<file path="src/rtl/tbc_pkg.sv">
package tbc_pkg;

  localparam int CoordW         = 24;
  localparam int WeightW        = 32;
  localparam int WeightFracBits = 16;

  // Edge vectors, their products and the cross products
  localparam int DiffW  = CoordW + 1;
  localparam int ProdW  = 2 * DiffW;
  localparam int CrossW = ProdW + 1;
  // |cross| < 2 * (2^CoordW - 1)^2 < 2^(2*CoordW+1)
  localparam int MagW   = 2 * CoordW + 1;
  // One quotient bit per divider stage
  localparam int QuotW  = MagW + WeightFracBits;
  localparam int SgnW   = QuotW + 1;
  localparam int SumW   = QuotW + 3;

  localparam int SetupStages  = 4;
  localparam int FinishStages = 3;
  localparam int Latency      = SetupStages + QuotW + FinishStages;

  typedef struct packed {
    logic signed [CoordW-1:0] px;
    logic signed [CoordW-1:0] py;
    logic signed [CoordW-1:0] ax;
    logic signed [CoordW-1:0] ay;
    logic signed [CoordW-1:0] bx;
    logic signed [CoordW-1:0] by;
    logic signed [CoordW-1:0] cx;
    logic signed [CoordW-1:0] cy;
  } item_t;

  typedef struct packed {
    logic signed [WeightW-1:0] weight_u;
    logic signed [WeightW-1:0] weight_v;
    logic signed [WeightW-1:0] weight_w;
    logic                      degenerate;
    logic                      saturated;
  } result_t;

  typedef struct packed {
    logic neg_v;
    logic neg_w;
    logic degen;
  } side_t;

  typedef struct packed {
    logic [MagW-1:0]  divisor;
    logic [QuotW-1:0] num_v;
    logic [QuotW-1:0] num_w;
    side_t            side;
  } div_in_t;

  typedef struct packed {
    logic [QuotW-1:0] q_v;
    logic [QuotW-1:0] q_w;
    side_t            side;
  } div_out_t;

endpackage

</file>
<file path="src/rtl/tbc_finish.sv">
module tbc_finish (
  input  logic               clk_i,
  input  logic               rst_ni,
  input  logic               valid_i,
  input  tbc_pkg::div_out_t  div_i,
  output logic               valid_o,
  output tbc_pkg::result_t   result_o
);
  import tbc_pkg::*;

  localparam logic [SumW-1:0] One = SumW'(1) << WeightFracBits;

  typedef struct packed {
    logic signed [SgnW-1:0] sv, sw;
    logic                   degen;
  } f1_t;

  typedef struct packed {
    logic signed [SumW-1:0] su, sv, sw;
    logic                   degen;
  } f2_t;

  typedef struct packed {
    logic               clip;
    logic [WeightW-1:0] val;
  } sat_t;

  function automatic logic [SgnW-1:0] apply_sign(input logic [QuotW-1:0] q, input logic neg);
    logic [SgnW-1:0] m;
    m = {1'b0, q};
    return neg ? (~m) + 1'b1 : m;
  endfunction

  function automatic logic [SumW-1:0] sext_sum(input logic [SgnW-1:0] x);
    return {{(SumW-SgnW){x[SgnW-1]}}, x};
  endfunction

  function automatic sat_t sat_weight(input logic [SumW-1:0] x);
    sat_t                s;
    logic [SumW-WeightW:0] top;
    top    = x[SumW-1:WeightW-1];
    s.clip = !((&top) || !(|top));
    if (s.clip) begin
      s.val = x[SumW-1] ? {1'b1, {(WeightW-1){1'b0}}} : {1'b0, {(WeightW-1){1'b1}}};
    end else begin
      s.val = x[WeightW-1:0];
    end
    return s;
  endfunction

  logic [FinishStages-1:0] vld_q;
  f1_t     f1_d, f1_q;
  f2_t     f2_d, f2_q;
  result_t res_d, res_q;
  sat_t    sat_u, sat_v, sat_w;

  always_comb begin
    f1_d.sv    = apply_sign(div_i.q_v, div_i.side.neg_v);
    f1_d.sw    = apply_sign(div_i.q_w, div_i.side.neg_w);
    f1_d.degen = div_i.side.degen;
  end

  // u is exact from the truncated v and w, before any clipping
  always_comb begin
    f2_d.sv    = sext_sum(f1_q.sv);
    f2_d.sw    = sext_sum(f1_q.sw);
    f2_d.su    = One - f2_d.sv - f2_d.sw;
    f2_d.degen = f1_q.degen;
  end

  always_comb begin
    sat_u = sat_weight(f2_q.su);
    sat_v = sat_weight(f2_q.sv);
    sat_w = sat_weight(f2_q.sw);
    if (f2_q.degen) begin
      res_d = '0;
      res_d.degenerate = 1'b1;
    end else begin
      res_d.weight_u   = sat_u.val;
      res_d.weight_v   = sat_v.val;
      res_d.weight_w   = sat_w.val;
      res_d.degenerate = 1'b0;
      res_d.saturated  = sat_u.clip | sat_v.clip | sat_w.clip;
    end
  end

  always_ff @(posedge clk_i or negedge rst_ni) begin
    if (!rst_ni) begin
      vld_q <= '0;
    end else begin
      vld_q <= {vld_q[FinishStages-2:0], valid_i};
    end
  end

  always_ff @(posedge clk_i) begin
    f1_q  <= f1_d;
    f2_q  <= f2_d;
    res_q <= res_d;
  end

  assign valid_o  = vld_q[FinishStages-1];
  assign result_o = res_q;

endmodule

</file>
<file path="config.mk">
export PLATFORM = sky130hd
export DESIGN_NAME = tbc_finish
export DESIGN_NICKNAME = d
export VERILOG_FILES = /design/src/rtl/tbc_pkg.sv /design/src/rtl/tbc_finish.sv
export SDC_FILE = /design/constraint.sdc
export NUM_CORES = 1
export LEC_CHECK = 0
export ABC_AREA = 1
export BUFFER_PORTS_ARGS = -buffer_cell sky130_fd_sc_hd__buf_2
export CAP_MARGIN = 20
export CORE_AREA = 5 5 239 241
export DETAILED_ROUTE_END_ITERATION = 7
export DIE_AREA = 0 0 244 246
export SLEW_MARGIN = 10
export SYNTH_ARGS = -nofsm -noshare
export SYNTH_HDL_FRONTEND = slang
export SYNTH_SLANG_ARGS = --single-unit
</file>
<file path="constraint.sdc">
create_clock -name clk_i -period 3.8 [get_ports clk_i]
set_input_delay 0.38 -clock clk_i [delete_from_list [all_inputs] [get_ports clk_i]]
set_output_delay 0.38 -clock clk_i [all_outputs]
set_load 0.005 [all_outputs]
</file>
Word-level counts from Yosys, hierarchy flattened
Index checks and enable logic that the tools add are counted.
{"block": "classes", "addsub": 4, "bitwise": 4, "n_reduce_logical": 15, "muxes": 9}
{"operator": "$mux W32", "n": 6}
{"operator": "$add A66 B1 Y66 const B", "n": 2}
{"operator": "$not A65 Y66", "n": 2}
{"operator": "$mux W65", "n": 2}
{"operator": "$reduce_and A37 Y1", "n": 3}
{"operator": "$reduce_or A37 Y1", "n": 3}
{"operator": "$sub A67 B66 Y68", "n": 1}
{"operator": "$sub A18 B66 Y67 const A", "n": 1}
{"operator": "$logic_not A1 Y1", "n": 6}
{"operator": "$logic_or A1 B1 Y1", "n": 3}
{"operator": "$mux W2", "n": 1}
{"operator": "$or A1 B1 Y1", "n": 2}
{"block": "word_totals", "inputBits": 136, "register_bits": 435, "out_inout_bits": 99}

Longest topological paths before layout
{"block": "logic_depth", "depth_word": 7, "ltp_mapped": 17, "mapped_depth_nobuf": 17}

Worst setup path before layout
OpenSTA, ideal clock, no wires.
{"block": "synth_timing", "kind": "flip-flop to flip-flop", "startpoint": "register f1_q[2] (netlist bit)", "endpoint": "register f2_q[200] (netlist bit)", "stages_incl_launch_ff": 17, "arrival_time_ps": 2072, "required_time_ps": 3688, "setup_slack_ps": 1616, "cell_sequence": "dfxtp_1 -> ha_1 -> inv_1 -> ha_1 -> fa_1 -> nand3_1 -> nand3_1 -> nand2_1 -> nand2_1 -> nand3_1 -> nand2_1 -> nand2_1 -> nand2_1 -> nand2_1 -> nand2_1 -> nand2_1 -> nand2_1"}
{"item": "from (decl)", "line_no": "tbc_finish.sv:52", "text": "f1_t f1_d, f1_q;"}
{"item": "from (signal assigned)", "line_no": "tbc_finish.sv:96", "text": "f1_q <= f1_d;"}
{"item": "to (signal assigned)", "line_no": "tbc_finish.sv:97", "text": "f2_q <= f2_d;"}
{"item": "to (decl)", "line_no": "tbc_finish.sv:53", "text": "f2_t f2_d, f2_q;"}

==> metrics.md <==
| Metric | Value |
|---|---|
| Max Clk Rate | 0.347 GHz |
| Die Wd | 244 um |
| Post-cts resize count | 0 |
| Area leader, netlist | dfxtp_1 |
| HP Class | in -> reg |
| Fin. max-slew vios | 0 |
| Die area | 0.0600 sq mm |
| Synth unique cells | 47 |
| Average routed wire per standard cell | 18.3 um |
| Sequential share of the synthesized area | 0.404 |
| Crit share post-route | 0.758 |
| PwrDens | 536 mW/mm^2 |
| Post-synth top flop | dfxtp_1 |
| Post-synth ARST share | 0.00690 |
| Unrepaired setup endpoints after global routing | no |
| Root buf cell | clkbuf_16 |
| Data required time of the worst path | 4.26 ns |
| Iteration-0 DRC Markers | 1518 |
| CTS buffer count | 47 |
| Fill count | 5711 |
| Clock Sinks | 435 |
| ANT nets after route | 0 |
| GP Congestion | 0.993 |
| Number of global-route vias before repair | 19400 |
| Pre-antenna DRT Iters | 6 |
| Clock Path Buffers | 3 |
| Critical path origin | f1_q[2]$_DFF_P_ |
| Layout net count | 3567 |
| Routed WL | 73600 um |
| Outcome | finished clean |
| Maximum vdd drop | 0.000350 V |
| Cell Area, Placed | 0.0235 sq mm |
| Largest net degree at the start of global routing | 99 |
| Total track usage | 0.240 |
| Core area | 0.0547 sq mm |
| Ys Warns | 0 |
| Final Hold Viols | 0 |
| Row count | 86 |
| Relative slew slack | 0.281 |
| Final setup violating endpoints | 0 |
| Global-route wire length before repair | 112000 um |
| Starting Density | 0.395 |
| Critical path arrival | 3.34 ns |
| IO Pins | 235 |
| Average size of a mapped cell | 7.10 sq um |
| Layout cells sized above 1 | 0.110 |
| Synth Register Bits | 435 |
| Post-synth net total | 3315 |
| H-tree depth | 2 |
| Post-DP HPWL | 61700 um |
| Top-count cell post-synth | nand2_1 |
| Critical Path Fanout Max | 4 |
| Setup TNS | 0 ns |
| Leakage Power | 12.7 nW |
| Mapped Area | 0.0216 sq mm |
| TritonCTS clock tree | yes |
| Vias per cell | 4.87 |
| GR Overflow Total | 0 |
| Finished Cell Area | 0.0252 sq mm |
| Max_cap viols | 0 |
| Layout area overhead | 16.7% |
| Most used cell, CP | nand2_1 |
| Reg2Reg Setup Slack | 0.92 ns |
| Synth top area cells | dfxtp_1 40%, nand2_1 14%, inv_1 8.6% |
| Worst R2R Path Depth | 16 |
| CP Launch Type | flop |
| Cts hold-fix bufs | 7 |
| CP endpoint kind | flop |
| Setup ws final | 0.920 ns |
| Initial antenna violation count | 4 |
| Post-Route Utilization | 0.461 |
| Most common library cells after synthesis | 809 x nand2_1, 495 x inv_1, 432 x dfxtp_1, 368 x nor2_1, 184 x a21oi_1 |
| Critical path class | reg -> reg |
| Worst Max-Slew Pin Slew | 1.08 ns |
| Post-synth EDFFs | 0 |
| Clk pin slew, worst setup/hold paths | 0.06 ns |
| Die Span Y | 246 um |
| Reg2Reg Capture Point | f2_q[192]$_DFF_P_ |
| Critical R2R Launch | f1_q[2]$_DFF_P_ |
| Final worst path period need | 2.88 ns |
| Vias after detailed routing | 19700 |
| Setup Buffers After CTS | 0 |
| Cell count after synthesis | 3044 |
| Slowest stage delay, CP | 0.46 ns |
| Crit path capture | f2_q[192]$_DFF_P_ |
| Drt drc | 0 |
| Worst-skew pair later-pin latency | 0.60 ns |
| Cell at the slowest stage of the critical path | fa_1 |
| Place WS | 0.925 ns |
| Post-synth top area share | 0.400 |
| Hold_ws | 0.0369 ns |
| Worst Skew | 0.0435 ns |
| CP Cell Sequence | ha_1 > inv_1 > ha_1 > fa_1 > nand3_1 > nand3_1 > nand2_1 > nand2_1 > nand3_1 > nand2_1 > nand2_1 > nand2_1 > nand2_1 > nand2_1 > nand2_1 > nand2_1 |
| Buffers on Ports | 234 |
## sequential cells by signal (all words and copies together) (netlist names)
name,flops
vld_q,3
f1_q,133
result_o,98
f2_q,201
## stage by stage
step / power (mW) / cells
after floorplan: 7.58 / 3044
after global placement: 8.86 / 3943
after detailed placement: 8.84 / 3944
after CTS: 13.5 / 4034
after global routing: 14.2 / 4034
final: 13.5 / 4035
## how the worst min path moves through the flow
| stage | start | endpoint | slack [ns] | cells past startpoint |
|---|---|---|---|---|
| floorplan | rst_ni | vld_q[0]$_DFF_PN0_ | 0.08 | 0 |
| global placement | rst_ni | vld_q[2]$_DFF_PN0_ | 0.18 | 1 |
| detailed placement | rst_ni | vld_q[2]$_DFF_PN0_ | 0.18 | 1 |
| CTS | div_i[12] | f1_q[10]$_DFF_P_ | 0.007 | 2 |
| global route | div_i[13] | f1_q[11]$_DFF_P_ | 0.03 | 2 |
| finish | div_i[92] | f1_q[91]$_DFF_P_ | 0.04 | 2 |
## per-layer routing
metal,part of all wire,wire length (um),vias to the layer above,track usage
met1,0.45,33300,8903,0.328
met4,0.034,2530,0,0.0830
li1,-,-,10000,-
met2,0.46,33600,637,0.399
met5,0,0,-,0
met3,0.057,4190,128,0.0236
## where the power goes
part           internal [mW]  switching [mW]
Clock                   2.73            1.95
Combinational           1.02            2.15
Sequential              5.26           0.382
## logic make-up (layout without fill, tap and decap cells)
family | after synthesis | in the layout | share of synthesized area
flops | 435 | 435 | 0.404
buf+inv | 543 | 829 | 0.0955
simple gates | 1490 | 1490 | 0.289
fa+ha+maj | 135 | 135 | 0.0785
other cells | 0 | 1 | 0
compound gates | 289 | 289 | 0.0711
xor+xnor | 152 | 152 | 0.0616
## cell usage in the layout (no fill, tap or decap), types with 51 or more instances in the layout
cell type | netlist | final
a21oi_1 | 184 | 184
nand2_1 | 809 | 809
nor2_1 | 368 | 368
nand3_1 | 131 | 131
ha_1 | 134 | 134
nor3_1 | 51 | 51
o21ai_0 | 68 | 68
dfxtp_1 | 432 | 431
nand4_1 | 60 | 60
inv_1 | 495 | 495
xor2_1 | 139 | 139
buf_2 | 19 | 234
## final cells by class
type | instances | area (sq um) | area share
Clock inverter | 25 | 325 | 0.0129
Tap cell | 704 | 881 | 0.0349
Timing Repair Buffer | 249 | 1310 | 0.0519
Sequential cell | 435 | 8730 | 0.346
Inverter | 497 | 1870 | 0.0740
Antenna cell | 1 | 2.50 | 0.0000992
Multi-Input combinational cell | 2066 | 10800 | 0.429
Clock buffer | 58 | 1290 | 0.0511
## worst max-delay path: cells and delay by family (launching register included)
family	cells	cell delay, ns
adders and majority gates	3	1.00
buffers and inverters	1	0.04
DFF	1	0.33
and+or+nand+nor	12	1.36
No activity file was read; power rests on OpenSTA's default activity.
